==> src/rtl/bffd_pkg.sv <==
//------------------------------------------------------------------------------
// bffd_pkg
// Types, register indexes and constants shared by the body force step block.
//------------------------------------------------------------------------------
package bffd_pkg;

  localparam int unsigned NumRegs = 7;
  localparam int unsigned RegIdxW = 3;

  localparam logic [RegIdxW-1:0] RegBodyMass  = 3'd0;
  localparam logic [RegIdxW-1:0] RegGravity   = 3'd1;
  localparam logic [RegIdxW-1:0] RegFriction  = 3'd2;
  localparam logic [RegIdxW-1:0] RegDensity   = 3'd3;
  localparam logic [RegIdxW-1:0] RegDragCoeff = 3'd4;
  localparam logic [RegIdxW-1:0] RegArea      = 3'd5;
  localparam logic [RegIdxW-1:0] RegStopThr   = 3'd6;

  localparam logic [31:0] MassReset     = 32'd65536;
  localparam logic [31:0] GravityReset  = 32'd642908;
  localparam logic [31:0] StopThrReset  = 32'd655;

  typedef struct packed {
    logic [31:0]        step_time;
    logic signed [31:0] force_x;
    logic signed [31:0] force_y;
    logic signed [31:0] force_z;
  } bffd_in_t;

  typedef struct packed {
    logic               moving;
    logic signed [31:0] pos_x;
    logic signed [31:0] pos_y;
    logic signed [31:0] pos_z;
    logic signed [31:0] vel_x;
    logic signed [31:0] vel_y;
    logic signed [31:0] vel_z;
  } bffd_out_t;

  typedef struct packed {
    logic [31:0] body_mass;
    logic [31:0] gravity_accel;
    logic [31:0] kinetic_friction;
    logic [31:0] fluid_density;
    logic [31:0] drag_coeff;
    logic [31:0] frontal_area;
    logic [31:0] stop_threshold;
  } bffd_cfg_t;

  // datapath operations issued by the controller
  typedef enum logic [3:0] {
    OpNone,
    OpLoad,      // latch dt, force, pick mass
    OpForce,     // start force division for lane
    OpForceWb,   // write back force result for lane
    OpSqAcc,     // accumulate v_i^2 for lane
    OpSqrt,      // start square root
    OpSqrtWb,    // latch |v|
    OpMulq,      // one saturating Q16.16 product step
    OpTakeDiv,   // start |v_i|*r/|v| or |v_i|*d/|v| division for lane
    OpTakeWb,    // apply take-along result for lane
    OpDragDiv,   // start (t<<16)/mass
    OpDragWb,    // latch drag amount
    OpStop,      // zero velocity
    OpPos,       // integrate position for lane
    OpMoveSet    // set moving flag
  } bffd_op_e;

  typedef struct packed {
    bffd_op_e    op;
    logic [1:0]  lane;
    logic [2:0]  mul_sel;   // which mulq step
    logic        fric;      // take-along uses friction amount
  } bffd_cmd_t;

  typedef struct packed {
    logic unit_busy;
    logic moving;    // some |v_i| >= threshold
    logic mag_zero;
  } bffd_sts_t;

  localparam logic [2:0] MulGmu   = 3'd0;
  localparam logic [2:0] MulRdt   = 3'd1;
  localparam logic [2:0] MulVV    = 3'd2;
  localparam logic [2:0] MulRho   = 3'd3;
  localparam logic [2:0] MulCd    = 3'd4;
  localparam logic [2:0] MulArea  = 3'd5;
  localparam logic [2:0] MulDt    = 3'd6;

endpackage

==> src/rtl/bffd_ctrl.sv <==
//------------------------------------------------------------------------------
// bffd_ctrl
// Sequencer: force, friction, drag, integrate; one transaction at a time.
//------------------------------------------------------------------------------
module bffd_ctrl import bffd_pkg::*; (
  input  logic      clk_i,
  input  logic      rst_ni,
  input  logic      in_valid_i,
  output logic      in_stall_o,
  output logic      out_valid_o,
  input  logic      out_stall_i,
  input  bffd_sts_t sts_i,
  output bffd_cmd_t cmd_o
);
  typedef enum logic [4:0] {
    SIdle, SForce, SForceW, SFricChk, SSq, SSqrt, SSqrtW, SMul, STake, STakeW,
    SDragDiv, SDragW, SFinal, SPos, SOut
  } state_e;

  state_e     state_q;
  logic [1:0] lane_q;
  logic [2:0] mul_q;
  logic       fric_q;   // 1 while in friction phase

  assign in_stall_o  = (state_q != SIdle);
  assign out_valid_o = (state_q == SOut);

  always_comb begin
    cmd_o = '{op: OpNone, lane: lane_q, mul_sel: mul_q, fric: fric_q};
    unique case (state_q)
      SIdle:    if (in_valid_i) cmd_o.op = OpLoad;
      SForce:   cmd_o.op = OpForce;
      SForceW:  if (!sts_i.unit_busy) cmd_o.op = OpForceWb;
      SSq:      cmd_o.op = OpSqAcc;
      SSqrt:    cmd_o.op = OpSqrt;
      SSqrtW:   if (!sts_i.unit_busy) cmd_o.op = OpSqrtWb;
      SMul:     cmd_o.op = OpMulq;
      STake:    cmd_o.op = OpTakeDiv;
      STakeW:   if (!sts_i.unit_busy) cmd_o.op = OpTakeWb;
      SDragDiv: cmd_o.op = OpDragDiv;
      SDragW:   if (!sts_i.unit_busy) cmd_o.op = OpDragWb;
      SFinal:   cmd_o.op = sts_i.moving ? OpMoveSet : OpStop;
      SPos:     cmd_o.op = OpPos;
      default:  cmd_o.op = OpNone;
    endcase
  end

  always_ff @(posedge clk_i or negedge rst_ni) begin
    if (!rst_ni) begin
      state_q <= SIdle;
      lane_q  <= '0;
      mul_q   <= '0;
      fric_q  <= 1'b0;
    end else begin
      unique case (state_q)
        SIdle: if (in_valid_i) begin
          state_q <= SForce; lane_q <= '0;
        end
        SForce:  state_q <= SForceW;
        SForceW: if (!sts_i.unit_busy) begin
          if (lane_q == 2'd2) begin
            state_q <= SFricChk; fric_q <= 1'b1;
          end else begin
            lane_q <= lane_q + 2'd1; state_q <= SForce;
          end
        end
        SFricChk: begin
          lane_q <= '0;
          state_q <= sts_i.moving ? SSq : SFinal;
        end
        SSq: if (lane_q == 2'd2) state_q <= SSqrt;
             else lane_q <= lane_q + 2'd1;
        SSqrt:  state_q <= SSqrtW;
        SSqrtW: if (!sts_i.unit_busy) state_q <= SMul;
        SMul: begin
          // friction: gmu, rdt; drag: vv..dt. Zero |v| skips the phase.
          if (sts_i.mag_zero) begin
            if (fric_q) begin
              fric_q <= 1'b0; state_q <= SFricChk;
            end else state_q <= SFinal;
          end else if (fric_q && mul_q == MulGmu) mul_q <= MulRdt;
          else if (fric_q) begin
            mul_q <= MulVV; lane_q <= '0; state_q <= STake;
          end else if (mul_q == MulDt) begin
            mul_q <= MulGmu; state_q <= SDragDiv;
          end else mul_q <= mul_q + 3'd1;
        end
        STake:  state_q <= STakeW;
        STakeW: if (!sts_i.unit_busy) begin
          if (lane_q == 2'd2) begin
            lane_q <= '0;
            if (fric_q) begin
              fric_q <= 1'b0; state_q <= SFricChk;
            end else state_q <= SFinal;
          end else begin
            lane_q <= lane_q + 2'd1; state_q <= STake;
          end
        end
        SDragDiv: state_q <= SDragW;
        SDragW:   if (!sts_i.unit_busy) begin
          lane_q <= '0; state_q <= STake;
        end
        SFinal: begin
          lane_q <= '0;
          state_q <= sts_i.moving ? SPos : SOut;
        end
        SPos: if (lane_q == 2'd2) state_q <= SOut;
              else lane_q <= lane_q + 2'd1;
        SOut: if (!out_stall_i) begin
          state_q <= SIdle; mul_q <= MulGmu;
        end
        default: state_q <= SIdle;
      endcase
    end
  end
endmodule

==> config.mk <==
export PLATFORM = sky130hd
export DESIGN_NAME = bffd_ctrl
export DESIGN_NICKNAME = d
export VERILOG_FILES = /design/src/rtl/bffd_pkg.sv /design/src/rtl/bffd_ctrl.sv
export SDC_FILE = /design/constraint.sdc
export NUM_CORES = 1
export LEC_CHECK = 0
export BUFFER_PORTS_ARGS = -buffer_cell sky130_fd_sc_hd__buf_4
export CORE_MARGIN = 2
export CORE_UTILIZATION = 40
export CTS_CLUSTER_SIZE = 20
export DETAILED_ROUTE_END_ITERATION = 10
export GPL_ROUTABILITY_DRIVEN = 1
export SYNTH_ARGS = -nofsm -noshare
export SYNTH_HDL_FRONTEND = slang
export SYNTH_SLANG_ARGS = --single-unit
==> constraint.sdc <==
create_clock -name clk_i -period 2.2 [get_ports clk_i]
set_input_delay 0.11 -clock clk_i [delete_from_list [all_inputs] [get_ports clk_i]]
set_output_delay 0.11 -clock clk_i [all_outputs]
set_load 0.01 [all_outputs]
==> PnR_summary.wiki <==
{| class="wikitable"
! Metric !! Value
|-
| Result of the run || finished, final reports clean
|-
| Fmax || just under 0.5 GHz
|-
| Synthesized area per cell || approximately 8.3 sq um
|-
| Flop and latch count out of synthesis || 10
|-
| Worst voltage drop across the vdd grid || a little over 0.7 mV
|-
| Vias after detailed routing || 1203
|-
| Post-route setup TNS || 0 ns
|-
| DIE AREA || approximately 3500 sq um
|-
| Routed wire length || slightly above 3000 um
|-
| Slew at the pin closest to its max-slew limit || between 0.5 and 0.6 ns
|-
| Count of placed standard cells in the final layout, fillers left out || between 150 and 200
|-
| Share of Yosys cell area claimed by the top area cell type || 0.2045
|-
| Worst setup margin || about 0.12 ns
|-
| Die height || around 60 um
|-
| Pin count of the biggest net entering global routing || 26
|-
| Number of buffers added on ports || 18
|-
| Clock Root Buffer || clkbuf_4
|-
| Fraction of layout instances using a drive strength above 1 || 0.2530
|-
| Clock-pin slew on the worst setup and hold paths || approximately 0.070 ns
|-
| Skew-Pair Late Insertion Delay || around 0.26 ns
|-
| Largest clock skew in the final design || approximately 0.0022 ns
|-
| Maximum fanout along the worst path || 16
|-
| Number of vias per cell || roughly 6.0
|-
| Clock Tree Buf Depth || 2
|-
| Ports placed on the boundary || 19
|-
| Count of unresolved DRC violations after routing || 0
|-
| Synth warnings || 0
|-
| Number of global-route vias before repair || roughly 1100
|-
| Post-synthesis net count || around 160
|-
| Fraction of synthesis flops using an asynchronous set or reset pin || 1.000
|-
| Cell type with the largest total area after synthesis || dfrtp_1
|-
| Setup repair bufs after CTS || 0
|-
| Final core utilization || 0.4702
|-
| DIE WIDTH || between 50 and 60 um
|-
| Dpl cell area || around 1400 sq um
|-
| Most used flip-flop cell after synthesis || dfrtp_1
|-
| Antenna violations before repair || 0
|-
| Final setup violation count || 0
|-
| Num CTS Buffers || 3
|-
| Sinks on the clock net || 10
|-
| Final Hold Fails || 0
|-
| Type of the worst min-delay path || input pin to flop
|-
| Half-perimeter wire length after detailed placement || roughly 2300 um
|-
| Final cell area excluding filler cells || roughly 1400 sq um
|-
| Final critical delay including setup and external delays || around 2.1 ns
|-
| Count of fill cells added during filler insertion || roughly 290
|-
| Starting density of the core || 0.4109
|-
| Length of the first detailed-routing pass in iterations || 4
|-
| Number of maximum-capacitance constraint violations || 0
|-
| Core Box Area || around 3000 sq um
|-
| Number of flops mapped to enable cells by yosys || 0
|-
| Crit path arrival time || approximately 2 ns
|-
| Max stage delay cell, worst path || dfrtp_1
|-
| Unrepaired setup endpoints after global routing || false
|-
| Cell occurring most often along the worst timing path || buf_4
|-
| Cell types with the largest area share after synthesis || dfrtp_1 20%, ha_1 7.2%, buf_6 4.6%
|-
| Worst setup slack after placement || around 0.24 ns
|-
| Final weighted congestion of routability-driven global placement || approximately 0.81
|-
| Sort of element at the end of the critical path || output port
|-
| Total number of H-tree levels || 1
|-
| Area added between synthesis and finish || 14.42%
|-
| Kind of critical path || flop to output port
|-
| DRT iter0 DRCs || 39
|-
| Setup crit start kind || flop
|-
| Wire length of the first global-routing pass || a little over 5000 um
|-
| Max-Slew Margin vs Limit || 0.6239
|-
| Maximum cell stage delay along the critical path || ~0.70 ns
|-
| Routed wire length per instance || ~15 um
|-
| Number of diodes || 0
|-
| Number of unique standard cell types used by synthesis || 52
|-
| GRT Residual Overflow || 0
|-
| Floorplan row count || 20
|-
| Number of routed nets with antenna violations || 0
|-
| Total power per unit cell area || about 1600 nW/um^2
|-
| Netlist Area Pre-Place || approximately 1200 sq um
|-
| Final clock period utilization by the worst path || 0.9453
|-
| Leakage power || ~0.6 nW
|-
| Post-layout nets || 181
|-
| Total routing resource utilization after global routing || 0.1906
|-
| Clock tree from TritonCTS || done
|-
| Critical Path, Cell by Cell || buf_4 > nand2_1 > mux4_2 > o31ai_1 > buf_4
|-
| Number of placed instances, taps included || roughly 190
|-
| Pins Over Slew Limit || 0
|-
| CP Data Required Time || 2.09 ns
|-
| Sequential-to-total area share from yosys stat || 0.2045
|-
| Gate count after technology mapping || between 100 and 150
|}
[worst paths after layout]
kind                            startpoint          to  slack (ns)  depth (start not counted)
worst max-delay path            state_q[1]    cmd_o[7]        0.12                          5
worst min-delay path              sts_i[0]    mul_q[2]        0.13                          2
worst max register to register  state_q[1]  state_q[1]        0.25                          5
worst min register to register   lane_q[0]   lane_q[0]        0.56                          1
max in group asynchronous           rst_ni  state_q[0]        1.84                          2
min in group asynchronous           rst_ni  state_q[1]        0.21                          2
[cell type report]
class	count	area, sq um	share of cell area
Clock buffer	4	36.28	0.02592
Multi-Input combinational cell	116	835.8	0.5970
Timing Repair Buffer	26	197.7	0.1412
Sequential cell	10	251.5	0.1796
Inverter	10	37.54	0.02681
Tap cell	33	41.29	0.02949
[stage by stage]
stage	hold WS, ns	power [mW]
global placement	-0.05829	1.986
global route	0.1290	2.381
detailed placement	-0.05149	2.017
floorplan	-0.1856	1.666
finish	0.1255	2.198
CTS	0.1252	2.194
[Yosys cell counts, types with 2 or more instances]
master	number
or2b_1	2
nor2_1	9
mux2_4	2
a31oi_1	2
mux2_1	2
o211ai_1	2
nand2_1	15
a21boi_0	2
ha_1	7
buf_4	5
o41ai_1	2
a22oi_1	2
nor2b_1	4
dfrtp_1	10
nand3_1	5
o32ai_2	2
inv_1	9
a21oi_1	9
nor3_1	5
o21ai_0	11
buf_6	5
nor3b_1	2
nand2b_1	2
or3_1	2
mux2i_1	3
[power breakdown]
| group | leakage (nW) | switching, mW | total, mW | internal, mW |
|---|---|---|---|---|
| clock network | 0.0210 | 0.0666 | 0.167 | 0.100 |
| registers | 0.123 | 0.205 | 0.473 | 0.267 |
| logic | 0.468 | 0.792 | 1.56 | 0.766 |
| total | 0.613 | 1.06 | 2.20 | 1.13 |
[worst max-delay path, delay by kind of cell, from the launching register on]
| kind | cells | cell delay [ns] |
|---|---|---|
| buffers and inverters | 2 | 0.40 |
| muxes | 1 | 0.46 |
| and+or+nand+nor | 1 | 0.06 |
| DFF | 1 | 0.70 |
| AOI/OAI and AO/OA | 1 | 0.08 |
[logic make-up after synthesis]
| family | Yosys count | share of synthesized area |
|---|---|---|
| AND/OR/NAND/NOR | 52 | 0.2188 |
| AO/OA/AOI/OAI | 47 | 0.2904 |
| buffers and inverters | 22 | 0.1145 |
| flip-flops | 10 | 0.2045 |
| multiplexers | 8 | 0.08589 |
| adder cells (fa/ha/maj) | 7 | 0.07157 |
| XOR/XNOR | 2 | 0.01432 |
[layout by cell type, fill, tap and decap left out, drive strengths merged, types with 2 or more instances in the layout]
cell type	n
clkbuf	4
mux2	4
nor3b	2
a21boi	2
dfrtp	10
nor2b	5
nand2	16
a22oi	2
o21ai	12
nand3	5
a31oi	2
o41ai	2
nor2	9
or2b	2
o211ai	3
buf	25
a211oi	2
nand2b	2
or3	2
ha	7
mux2i	3
o32ai	2
a21oi	9
inv	10
nor3	5
[sequential cells by signal, indices dropped and copies added (netlist names)]
signal	count
state_q	4
mul_q	3
lane_q	2
fric_q	1
[what timing repair did]
action,4_1_cts,5_1_grt
hold endpoints to repair,10,0
setup endpoints to repair,0,1
resized for setup,0,2
hold buffers,1,0
[routing by layer]
metal / share of wire / up-vias / GRT usage
li1: - / 574 / -
met1: 0.44 / 581 / 0.2480
met2: 0.49 / 42 / 0.3108
met3: 0.052 / 6 / 0.02402
met4: 0.021 / 0 / 0.09091
met5: 0 / - / 0
Power figures use the tool's default switching activity.
